File: src/adbd_pkg.sv
// ----------------------------------------------------------------------------
// adbd_pkg
// Shared widths, block positions, work item type and predictor taps for the
// 4-bit block ADPCM decoder.
// ----------------------------------------------------------------------------
package adbd_pkg;

  localparam int unsigned ByteW   = 8;
  localparam int unsigned NibW    = 4;
  localparam int unsigned PosW    = 4;
  localparam int unsigned ShiftW  = 4;
  localparam int unsigned FiltW   = 3;
  localparam int unsigned FlagW   = 3;
  localparam int unsigned SampleW = 16;
  localparam int unsigned TapW    = 8;

  // byte positions inside a 16-byte block
  localparam logic [PosW-1:0] POS_HEADER = 4'd0;
  localparam logic [PosW-1:0] POS_FLAGS  = 4'd1;
  localparam logic [PosW-1:0] POS_FIRST  = 4'd2;
  localparam logic [PosW-1:0] POS_LAST   = 4'd15;

  // highest filter code with its own taps; codes above it mean no prediction
  localparam logic [FiltW-1:0] FILT_MAX = 3'd4;

  // flag bits of the second header byte
  localparam int unsigned FLAG_END    = 0;
  localparam int unsigned FLAG_REPEAT = 1;
  localparam int unsigned FLAG_START  = 2;

  // one data byte with everything its two samples need
  typedef struct packed {
    logic [ByteW-1:0]  data;
    logic [ShiftW-1:0] shift;
    logic [FiltW-1:0]  filt;
    logic              clear_hist;
    logic              start_mark;
    logic              end_mark;
    logic              loop_repeat;
  } work_t;

  // first tap (applied to the last sample), 1/64 units
  function automatic logic signed [TapW-1:0] tap_first(input logic [FiltW-1:0] filt);
    logic signed [TapW-1:0] c;
    case (filt)
      3'd1:    c = 8'sd60;
      3'd2:    c = 8'sd115;
      3'd3:    c = 8'sd98;
      3'd4:    c = 8'sd122;
      default: c = 8'sd0;
    endcase
    return c;
  endfunction

  // second tap (applied to the sample before), 1/64 units
  function automatic logic signed [TapW-1:0] tap_second(input logic [FiltW-1:0] filt);
    logic signed [TapW-1:0] c;
    case (filt)
      3'd2:    c = -8'sd52;
      3'd3:    c = -8'sd55;
      3'd4:    c = -8'sd60;
      default: c = 8'sd0;
    endcase
    return c;
  endfunction

endpackage

File: src/adbd_in_if.sv
// ----------------------------------------------------------------------------
// adbd_in_if
// Byte stream channel: valid/ready handshake with one stream byte per
// transaction.
// ----------------------------------------------------------------------------
interface adbd_in_if;
  import adbd_pkg::*;

  logic              valid;
  logic              ready;
  logic [ByteW-1:0]  data_byte;
  logic              stream_start;

  modport source (output valid, output data_byte, output stream_start, input ready);
  modport sink   (input valid, input data_byte, input stream_start, output ready);
endinterface

File: src/adbd_out_if.sv
// ----------------------------------------------------------------------------
// adbd_out_if
// Sample channel: valid/ready handshake with one decoded sample and its loop
// markers per transaction.
// ----------------------------------------------------------------------------
interface adbd_out_if;
  import adbd_pkg::*;

  logic                      valid;
  logic                      ready;
  logic signed [SampleW-1:0] pcm_sample;
  logic                      last_of_pair;
  logic                      loop_start_here;
  logic                      loop_end_here;
  logic                      loop_repeat;

  modport source (output valid, output pcm_sample, output last_of_pair,
                  output loop_start_here, output loop_end_here, output loop_repeat,
                  input ready);
  modport sink   (input valid, input pcm_sample, input last_of_pair,
                  input loop_start_here, input loop_end_here, input loop_repeat,
                  output ready);
endinterface

File: src/adbd_block_decoder_4bit_top.sv
// ----------------------------------------------------------------------------
// adpcm_block_decoder_4bit
// Timing: a data byte loads the work register; its low sample and then its
//   high sample are registered; header bytes take one transaction, no output.
// Throughput: one sample per cycle unless the output stalls, set by the
//   single prediction/clamp unit that the history chain runs through.
// Reset: framing, header, flags, history and both valid flags clear at once.
// ----------------------------------------------------------------------------
module adpcm_block_decoder_4bit (
  input  logic       clk_i,
  input  logic       rst_ni,
  adbd_in_if.sink    in_chan,
  adbd_out_if.source out_chan
);
  import adbd_pkg::*;

  // Front end: tracks position in the 16-byte block. Header and flags bytes
  // are absorbed there; a data byte becomes a work item carrying its own copy
  // of shift, filter and loop markers, so a following header may update the
  // front end while the previous byte is still being decoded.
  work_t work;
  logic  work_valid;
  logic  work_ready;

  adbd_front u_front (
    .clk_i          (clk_i),
    .rst_ni         (rst_ni),
    .in_valid_i     (in_chan.valid),
    .data_byte_i    (in_chan.data_byte),
    .stream_start_i (in_chan.stream_start),
    .in_ready_o     (in_chan.ready),
    .work_valid_o   (work_valid),
    .work_o         (work),
    .work_ready_i   (work_ready)
  );

  // Core: holds one work item, emits its low-nibble sample then its
  // high-nibble sample into the output register. A history clear requested
  // by stream_start rides with the next data byte, so earlier samples still
  // see the old history. The work register refills on the cycle the high
  // sample leaves, keeping the sample stream gap-free.
  adbd_core u_core (
    .clk_i             (clk_i),
    .rst_ni            (rst_ni),
    .work_valid_i      (work_valid),
    .work_i            (work),
    .work_ready_o      (work_ready),
    .out_valid_o       (out_chan.valid),
    .out_ready_i       (out_chan.ready),
    .pcm_sample_o      (out_chan.pcm_sample),
    .last_of_pair_o    (out_chan.last_of_pair),
    .loop_start_here_o (out_chan.loop_start_here),
    .loop_end_here_o   (out_chan.loop_end_here),
    .loop_repeat_o     (out_chan.loop_repeat)
  );

endmodule

File: src/adbd_front.sv
// ----------------------------------------------------------------------------
// adbd_front
// Block framing: tracks byte position, captures the header and flags bytes,
// and turns each data byte into a work item.
// ----------------------------------------------------------------------------
module adbd_front (
  input  logic                        clk_i,
  input  logic                        rst_ni,
  input  logic                        in_valid_i,
  input  logic [adbd_pkg::ByteW-1:0]  data_byte_i,
  input  logic                        stream_start_i,
  output logic                        in_ready_o,
  output logic                        work_valid_o,
  output adbd_pkg::work_t             work_o,
  input  logic                        work_ready_i
);
  import adbd_pkg::*;

  logic [PosW-1:0]   pos_q, pos_d, pos_cur;
  logic [ShiftW-1:0] shift_q, shift_d;
  logic [FiltW-1:0]  filt_q, filt_d, filt_hdr;
  logic [FlagW-1:0]  flags_q, flags_d;
  logic              clr_pend_q, clr_pend_d;
  logic              clr_cur;
  logic              accept;
  logic              is_data;

  assign pos_cur  = stream_start_i ? POS_HEADER : pos_q;
  assign clr_cur  = stream_start_i | clr_pend_q;
  assign is_data  = (pos_cur != POS_HEADER) && (pos_cur != POS_FLAGS);
  assign filt_hdr = data_byte_i[6:4];

  assign in_ready_o   = work_ready_i;
  assign accept       = in_valid_i & work_ready_i;
  assign work_valid_o = in_valid_i & is_data;

  always_comb begin
    work_o.data        = data_byte_i;
    work_o.shift       = shift_q;
    work_o.filt        = filt_q;
    work_o.clear_hist  = clr_cur;
    work_o.start_mark  = (pos_cur == POS_FIRST) & flags_q[FLAG_START];
    work_o.end_mark    = (pos_cur == POS_LAST) & flags_q[FLAG_END];
    work_o.loop_repeat = (pos_cur == POS_LAST) & flags_q[FLAG_END] & flags_q[FLAG_REPEAT];
  end

  always_comb begin
    pos_d      = pos_q;
    shift_d    = shift_q;
    filt_d     = filt_q;
    flags_d    = flags_q;
    clr_pend_d = clr_pend_q;
    if (accept) begin
      pos_d = pos_cur + 4'd1;
      if (pos_cur == POS_HEADER) begin
        shift_d    = data_byte_i[ShiftW-1:0];
        filt_d     = (filt_hdr > FILT_MAX) ? '0 : filt_hdr;
        clr_pend_d = clr_cur;
      end else if (pos_cur == POS_FLAGS) begin
        flags_d    = data_byte_i[FlagW-1:0];
        clr_pend_d = clr_cur;
      end else begin
        clr_pend_d = 1'b0;
      end
    end
  end

  always_ff @(posedge clk_i or negedge rst_ni) begin
    if (!rst_ni) begin
      pos_q      <= '0;
      shift_q    <= '0;
      filt_q     <= '0;
      flags_q    <= '0;
      clr_pend_q <= 1'b0;
    end else begin
      pos_q      <= pos_d;
      shift_q    <= shift_d;
      filt_q     <= filt_d;
      flags_q    <= flags_d;
      clr_pend_q <= clr_pend_d;
    end
  end

endmodule

File: src/adbd_core.sv
// ----------------------------------------------------------------------------
// adbd_core
// Work register, sample datapath (scale, two-tap prediction, clamp), sample
// history and output register. One sample per cycle unless the output stalls.
// ----------------------------------------------------------------------------
module adbd_core (
  input  logic                               clk_i,
  input  logic                               rst_ni,
  input  logic                               work_valid_i,
  input  adbd_pkg::work_t                    work_i,
  output logic                               work_ready_o,
  output logic                               out_valid_o,
  input  logic                               out_ready_i,
  output logic signed [adbd_pkg::SampleW-1:0] pcm_sample_o,
  output logic                               last_of_pair_o,
  output logic                               loop_start_here_o,
  output logic                               loop_end_here_o,
  output logic                               loop_repeat_o
);
  import adbd_pkg::*;

  work_t                     work_q;
  logic                      busy_q, busy_d;
  logic                      phase_q;
  logic                      adv, load;

  logic signed [SampleW-1:0] h1_q, h2_q, h1_e, h2_e;
  logic [NibW-1:0]           nib;
  logic signed [SampleW-1:0] base;
  logic signed [23:0]        p1, p2;
  logic signed [24:0]        acc;
  logic signed [18:0]        pred;
  logic signed [19:0]        val;
  logic signed [SampleW-1:0] sample;

  logic                      out_valid_q;
  logic signed [SampleW-1:0] pcm_q;
  logic                      last_q, lstart_q, lend_q, lrep_q;

  assign adv          = busy_q & (~out_valid_q | out_ready_i);
  assign work_ready_o = ~busy_q | (phase_q & adv);
  assign load         = work_valid_i & work_ready_o;

  always_comb begin
    busy_d = busy_q;
    if (load) begin
      busy_d = 1'b1;
    end else if (adv && phase_q) begin
      busy_d = 1'b0;
    end
  end

  // datapath
  always_comb begin
    nib  = phase_q ? work_q.data[7:4] : work_q.data[3:0];
    h1_e = (work_q.clear_hist && !phase_q) ? '0 : h1_q;
    h2_e = (work_q.clear_hist && !phase_q) ? '0 : h2_q;
    // nibble in the top bits, then the shift scales it down (floor for shift > 12)
    base = $signed({nib, 12'h000}) >>> work_q.shift;
    p1   = h1_e * tap_first(work_q.filt);
    p2   = h2_e * tap_second(work_q.filt);
    acc  = 25'(p1) + 25'(p2) + 25'sd32;
    pred = acc[24:6];
    val  = 20'(base) + 20'(pred);
    if (val > 20'sd32767) begin
      sample = 16'sh7fff;
    end else if (val < -20'sd32768) begin
      sample = 16'sh8000;
    end else begin
      sample = val[SampleW-1:0];
    end
  end

  always_ff @(posedge clk_i or negedge rst_ni) begin
    if (!rst_ni) begin
      busy_q      <= 1'b0;
      phase_q     <= 1'b0;
      h1_q        <= '0;
      h2_q        <= '0;
      out_valid_q <= 1'b0;
    end else begin
      busy_q <= busy_d;
      if (adv) begin
        phase_q     <= ~phase_q;
        h1_q        <= sample;
        h2_q        <= h1_e;
        out_valid_q <= 1'b1;
      end else if (out_ready_i) begin
        out_valid_q <= 1'b0;
      end
    end
  end

  always_ff @(posedge clk_i) begin
    if (load) begin
      work_q <= work_i;
    end
    if (adv) begin
      pcm_q    <= sample;
      last_q   <= phase_q;
      lstart_q <= ~phase_q & work_q.start_mark;
      lend_q   <= phase_q & work_q.end_mark;
      lrep_q   <= phase_q & work_q.loop_repeat;
    end
  end

  assign out_valid_o       = out_valid_q;
  assign pcm_sample_o      = pcm_q;
  assign last_of_pair_o    = last_q;
  assign loop_start_here_o = lstart_q;
  assign loop_end_here_o   = lend_q;
  assign loop_repeat_o     = lrep_q;

endmodule

File: src/flat_wrapper.sv
// flat-port wrapper written by rule: the top's interface ports become plain ports
module adpcm_block_decoder_4bit_flat import adbd_pkg::*;
  (clk_i, rst_ni, in_chan_valid, in_chan_data_byte, in_chan_stream_start, in_chan_ready, out_chan_valid, out_chan_pcm_sample, out_chan_last_of_pair, out_chan_loop_start_here, out_chan_loop_end_here, out_chan_loop_repeat, out_chan_ready);
  adbd_in_if in_chan_i ();
  adbd_out_if out_chan_i ();
  input  logic clk_i;
  input  logic rst_ni;
  input wire logic [$bits(in_chan_i.valid)-1:0] in_chan_valid;
  input wire logic [$bits(in_chan_i.data_byte)-1:0] in_chan_data_byte;
  input wire logic [$bits(in_chan_i.stream_start)-1:0] in_chan_stream_start;
  output wire logic [$bits(in_chan_i.ready)-1:0] in_chan_ready;
  output wire logic [$bits(out_chan_i.valid)-1:0] out_chan_valid;
  output wire logic [$bits(out_chan_i.pcm_sample)-1:0] out_chan_pcm_sample;
  output wire logic [$bits(out_chan_i.last_of_pair)-1:0] out_chan_last_of_pair;
  output wire logic [$bits(out_chan_i.loop_start_here)-1:0] out_chan_loop_start_here;
  output wire logic [$bits(out_chan_i.loop_end_here)-1:0] out_chan_loop_end_here;
  output wire logic [$bits(out_chan_i.loop_repeat)-1:0] out_chan_loop_repeat;
  input wire logic [$bits(out_chan_i.ready)-1:0] out_chan_ready;
  assign in_chan_i.valid = in_chan_valid;
  assign in_chan_i.data_byte = in_chan_data_byte;
  assign in_chan_i.stream_start = in_chan_stream_start;
  assign in_chan_ready = in_chan_i.ready;
  assign out_chan_valid = out_chan_i.valid;
  assign out_chan_pcm_sample = out_chan_i.pcm_sample;
  assign out_chan_last_of_pair = out_chan_i.last_of_pair;
  assign out_chan_loop_start_here = out_chan_i.loop_start_here;
  assign out_chan_loop_end_here = out_chan_i.loop_end_here;
  assign out_chan_loop_repeat = out_chan_i.loop_repeat;
  assign out_chan_i.ready = out_chan_ready;
  adpcm_block_decoder_4bit u_core (.clk_i(clk_i), .rst_ni(rst_ni), .in_chan(in_chan_i), .out_chan(out_chan_i));
endmodule
File: config.mk
export PLATFORM = sky130hd
export DESIGN_NAME = adpcm_block_decoder_4bit_flat
export DESIGN_NICKNAME = d
export VERILOG_FILES = /design/src/adbd_pkg.sv /design/src/adbd_in_if.sv /design/src/adbd_out_if.sv /design/src/adbd_block_decoder_4bit_top.sv /design/src/adbd_front.sv /design/src/adbd_core.sv /design/src/flat_wrapper.sv
export SDC_FILE = /design/constraint.sdc
export NUM_CORES = 1
export LEC_CHECK = 0
export BUFFER_PORTS_ARGS = -buffer_cell sky130_fd_sc_hd__buf_2
export CAP_MARGIN = 10
export CORE_MARGIN = 4
export CORE_UTILIZATION = 60
export DETAILED_ROUTE_END_ITERATION = 8
export PLACE_DENSITY = 0.8
export RECOVER_POWER = 25
export SLEW_MARGIN = 0
export SYNTH_ARGS = -nofsm -noshare
export SYNTH_HDL_FRONTEND = slang
export SYNTH_SLANG_ARGS = --single-unit
File: constraint.sdc
create_clock -name clk_i -period 18.3 [get_ports clk_i]
set_input_delay 2.745 -clock clk_i [delete_from_list [all_inputs] [get_ports clk_i]]
set_output_delay 2.745 -clock clk_i [all_outputs]
set_load 0.02 [all_outputs]
**Word level (Yosys, flattened, before mapping)**

Index checks and enable logic that the tools add are counted.

- Add/sub/neg operators: 4
- Mux-type cells: 15
- Shifts and indexed selects: 1
- Magnitude comparators: 3
- Bitwise operators: 18
- Multiply operators: 2
- Reductions and logical operators: 10
- Equality and inequality tests: 8

Operators with widths:

| cell | count |
|---|---|
| $mux W16 | 4 |
| $mul A16 B8 Y24 | 2 |
| $pmux W7 S4 | 1 |
| $add A24 B24 Y25 | 1 |
| $add A25 B7 Y25 const B | 1 |
| $pmux W8 S3 | 1 |
| $add A16 B19 Y20 | 1 |
| $gt A20 B16 Y1 const B | 1 |
| $lt A20 B16 Y1 const B | 1 |
| $sshr A16 B4 Y16 | 1 |
| $and A1 B1 Y1 | 11 |
| $mux W4 | 2 |
| $eq A3 B2 Y1 const B | 2 |
| $mux W1 | 6 |
| $add A4 B1 Y4 const B | 1 |
| $eq A4 B1 Y1 const B | 1 |
| $eq A4 B2 Y1 const B | 1 |
| $eq A4 B4 Y1 const B | 1 |
| $logic_not A4 Y1 | 1 |
| $ne A4 B1 Y1 const B | 1 |
| $not A1 Y1 | 4 |
| $reduce_bool A2 Y1 | 2 |
| $reduce_bool A4 Y1 | 1 |
| $eq A3 B1 Y1 const B | 1 |
| other kinds (8) | 12 |

- Output and inout port bits: 22
- Register bits after elaboration: 89

**Longest topological paths before layout**

- Depth after elaboration: 10
- Gate-level depth with buffers: 38
- Gate-level depth less buffers: 34

**Cells and area by module**

A second synthesis with hierarchy kept.

- Cells, all modules: 1299
- Area total of the unflattened synthesis: 12353.1 µm²

By module, submodules not included:

| module | area an instance (µm²) | times used | seq. area each (µm²) | cells each |
|---|---|---|---|---|
| adbd_core | 11476.0 | 1 | 2047.0 | 1224 |
| adbd_front | 877.1 | 1 | 375.4 | 75 |

**Worst setup path before layout**

No wires, ideal clock.

- Path type: register to register
- From: register u_core.u_core.phase_q
- To: register u_core.u_core.pcm_q[4], in the netlist u_core.u_core.pcm_sample_o[4] (data pin)
- Period minus slack after synthesis: 9047 ps
- Setup slack: 9253 ps
- Setup time: 271 ps
- Data required time: 18029 ps
- Path buffers: 4
- Stages on the path, launching flop included: 35
- Arrival: 8776 ps
- Cell sequence: dfrtp_1 clkbuf_1 nand2b_1 clkbuf_1 buf_1 nand2_1 nor2_1 fa_1 inv_1 fa_1 fa_1 inv_1 fa_1 fa_1 inv_1 fa_1 inv_1 ha_1 inv_1 o211ai_1 a2111o_1 a31oi_1 o21ai_0 a2111oi_0 o31ai_1 xor2_1 ha_1 and4_1 nand3_1 a211o_1 o211ai_1 and3_1 a21o_1 clkbuf_1 o31ai_1

- Cells in the longest elaborated chain, start to end: 10
- Elaborated cells between the ends (all ways): 15
- Those cells by class: add/sub: 3; mul: 2; order compare: 2; shift: 1; mux: 5; reduce/logical: 2

RTL lines:

| item | line | text |
|---|---|---|
| from (decl) | adbd_core.sv:24 | `logic phase_q;` |
| from (signal assigned) | adbd_core.sv:84 | `phase_q <= ~phase_q;` |
| $logic_not A1 Y1 | adbd_core.sv:56, adbd_core.sv:57 |  |
| $logic_and A1 B1 Y1 | adbd_core.sv:56, adbd_core.sv:57 |  |
| $mux W16 (on tied branches) | adbd_core.sv:56, adbd_core.sv:57 |  |
| $mul A16 B8 Y24 (on tied branches) | adbd_core.sv:60, adbd_core.sv:61 |  |
| $add A24 B24 Y25 | adbd_core.sv:62 | `acc = 25'(p1) + 25'(p2) + 25'sd32;` |
| $add A25 B7 Y25 | adbd_core.sv:62 |  |
| $add A16 B19 Y20 * | adbd_core.sv:64 | `val = 20'(base) + 20'(pred);` |
| $lt A20 B16 Y1 | adbd_core.sv:67 | `end else if (val < -20'sd32768) begin` |
| $mux W16 | adbd_core.sv:67 |  |
| $mux W16 * | adbd_core.sv:65 | `if (val > 20'sd32767) begin` |
| via u_core.u_core.sample[4] | adbd_core.sv:34 | `logic signed [SampleW-1:0] sample;` |
| to (signal assigned) | adbd_core.sv:99 | `pcm_q <= sample;` |
| to (decl) | adbd_core.sv:37 | `logic signed [SampleW-1:0] pcm_q;` |

Mark *: on every way through the listed nets, which the timed path passes. The rest lies on a longest branch.
A chain may end at the register's enable or synchronous reset.

**Worst setup path in the final report**

Ends and elaborated chain as after synthesis.

==> reports/metrics.yaml <==
cts_sinks: 89
clock_path_buffers: 2
critPathBufInv: 6
place_area_um2: 12700
synthXorXnorAreaFrac_pct: 3.83
multi_input_area_um2: 8780
grt_first_pass_wirelength_um: 48100
yosysWarningCount: 0
synth_flop_cell: "dfrtp_1"
setup_tns_ps: 0
cts_hold_buf: 0
cp.arrival_ps: 10650
final_nets: 1650
antenna_found_initial: 0
io_pins: 35
core_um2: 20200
die_x_um: 151
synth-adder-area-share_pct: 42.5
netlist_instances: 1324
synthTopCellsByArea: "fa_1, ha_1, dfrtp_1"
wl_um: 28500
htree_levels: 3
yosys.area_share.simple_pct: 11.9
root_buffer: "clkbuf_16"
clkTransAtPathRegs_ps: 70
synth_top_cell_area_share_pct: 29.7
worstHoldPathType: "reg2reg"
final_antenna_net_count: 0
syn-num-nets: 1647
final-hold-violation-count: 0
portBuffers: 34
drive_gt1_share_pct: 5.78
endpoint_kind: "register"
postSynthAreaPerCell_um2: 9.33
firstDrtPassIters: 5
cts-resized-gates: 0
die_area_um2: 22900
violations: "max-capacitance violations, max-slew violations"
hpwl_um: 22900
cts_tree: "done"
rows: 52
clock_insertion_delay_worst_skew_ps: 360
cpPeakStageDelay_ps: 760
grt_pass1_vias: 9417
gr-total-overflow: 0
final_area_um2: 13000
area_growth_pct: 5.37
cts_setup_buffers: 0
fin_crit_sh_pct: 57.2
netlist-cell-type-count: 58
finalMaxSlewViolations: 51
critPathKind: "reg2reg"
status: "finished with violations"
wl_per_cell_um: 17.8
initial_core_util_pct: 61.0
cpMaxStageDelayCell: "a2111oi_0"
post-place-cells: 1586
grt_usage_pct: 27.1
drtIter0Drc: 675
tightest_slew_ps: 2970
stdcell_count: 1602
synth.area.mux_share_pct: 1.48
n_fill_cell: 1600
period_needed_ps: 10470
cp_top_family: "adder cells"
cp-start-kind: "register"
seq_area_frac_synth_pct: 19.6
relSlewSlack_pct: -97.7
setup_viol: 0
max_cap_violations: 1
synth_compound_area_share_pct: 11.3
vias_per_cell: 5.63
fmax_mhz: 95.5
cts_buffers: 9
worst_ep_required_time_ps: 18480
netlist_area_um2: 12300
vias: 9014
drc: 0
crit_fanout: 73
grt_max_degree: 74
path_common_cell: "fa_1"
ys_async_sr_fraction_pct: 56.2
synth_top_cell_by_area: "fa_1"
synth_edf_count: 39
diodes: 0
ys_seq_elements: 89
whs_ps: 446
die_h_um: 151
rsz0062_at_grt: "false"
register_area_um2: 2420
skew_ps: 9.11
synth_top_family_by_area: "adder cells"
gp_congestion: 0.881
[per-layer routing]
| metal | wire, um | up-vias | track usage [%] |
|---|---|---|---|
| met4 | 843 | 0 | 8.48 |
| met1 | 12300 | 4370 | 37.9 |
| li1 | - | 4258 | - |
| met5 | 0 | - | 0 |
| met3 | 1990 | 59 | 5.41 |
| met2 | 13300 | 327 | 43.0 |
[worst paths after layout]
| check | cells past startpoint | endpoint | startpoint | slack (ps) |
|---|---|---|---|---|
| worst max-delay path | 32 | u_core.u_core.pcm_sample_o[4] | u_core.u_core.phase_q | 7830 |
| worst min register to register | 0 | u_core.u_core.work_q[9] | u_core.u_front.shift_q[2] | 450 |
| min in group asynchronous | 2 | u_core.u_front.pos_q[1] | rst_ni | 3430 |
| worst max register to register | 32 | u_core.u_core.pcm_sample_o[4] | u_core.u_core.phase_q | 7830 |
| max in group asynchronous | 2 | u_core.u_core.h2_q[7] | rst_ni | 13170 |
| worst min-delay path | 0 | u_core.u_core.work_q[9] | u_core.u_front.shift_q[2] | 450 |
[cell usage after synthesis, types with 2 or more instances]
library cell  number
mux2i_1            7
o21ai_1           19
xor2_1            19
a22oi_1            2
nor4_1             2
a211oi_1           2
o21ai_0           46
and2_1             6
nand2_1          100
ha_1             127
buf_1              6
or3_4              2
nand3_1           19
and4_1             2
a21oi_1           74
or2_2              5
o41ai_1            2
o21bai_1           6
mux2_2             8
o21a_1             8
nand2b_1          14
nor3_1            14
o221a_2            5
o31ai_4            2
a2111o_1           2
a211o_1            2
a221o_1            9
edfxtp_1          39
inv_1            253
and3_1            19
xnor2_1           35
a31oi_1            5
clkbuf_1          41
nand4_1            3
nor2b_1            7
nor2_1           135
o31ai_1            3
o211ai_1           5
a21o_1            16
fa_1             183
a2111oi_0          2
a21boi_0           3
dfrtp_1           50
[through the flow]
| stage | util, % | worst slack (ps) |
|---|---|---|
| finish | 64.3 | 7830 |
| global placement | 62.9 | 8360 |
| global route | 64.3 | 7210 |
| detailed placement | 62.9 | 8050 |
| CTS | 64.4 | 7930 |
| floorplan | - | 9250 |
[layout by cell type, fill, tap and decap left out, drive strengths merged, types with 3 or more instances in the layout]
master,count
inv,257
fa,183
nor2,135
ha,127
nand2,100
a21oi,74
o21ai,66
dfrtp,50
edfxtp,39
xnor2,35
buf,32
xor2,19
nand3,19
and3,19
clkbuf,18
a21o,16
nor3,14
nand2b,14
a221o,9
o21a,8
mux2,8
nor2b,7
mux2i,7
o21bai,6
and2,6
o211ai,5
a31oi,5
or2,5
o221a,5
o31ai,5
clkinv,5
nand4,3
a21boi,3
or3,3
[final cells by class]
class | count | share of cell area, %
Sequential cell | 89 | 18.6
Tap cell | 270 | 2.60
Timing Repair Buffer | 41 | 1.61
Multi-Input combinational cell | 931 | 67.5
Inverter | 255 | 7.36
Clock inverter | 7 | 0.625
Clock buffer | 9 | 1.73
[worst register-to-register path, delay by kind of cell, from the launching register on]
family	cells	cell delay (ps)
buffers and inverters	6	930
flip-flops	1	660
AND/OR/NAND/NOR	4	1300
AO/OA/AOI/OAI	13	3470
XOR/XNOR	1	180
adder cells (fa/ha/maj)	8	3720
[logic make-up (layout without fill, tap and decap cells)]
family,after synthesis,in the layout
and+or+nand+nor,332,332
adders and majority gates,310,310
buffers and inverters,304,312
AOI/OAI and AO/OA,219,219
DFF,89,89
xor gates and xnor gates,54,54
muxes,16,16
[state kept, by name, summed over array words and instances, names as in the netlist]
register                         count
u_core.u_core.loop_start_here_o      1
u_core.u_core.last_of_pair_o         1
u_core.u_core.loop_repeat_o          1
u_core.u_front.pos_q                 4
u_core.u_core.loop_end_here_o        1
u_core.u_core.h2_q                  16
u_core.u_core.work_q                19
u_core.u_core.h1_q                  16
u_core.u_core.out_valid_o            1
u_core.u_core.phase_q                1
u_core.u_front.shift_q               4
u_core.u_front.clr_pend_q            1
u_core.u_front.filt_q                3
u_core.u_core.busy_q                 1
u_core.u_front.flags_q               3
u_core.u_core.pcm_sample_o          16
Power is left out: the tool's default activity adds up to more than one toggle a clock period on the data nets, which glitch-free logic cannot reach.
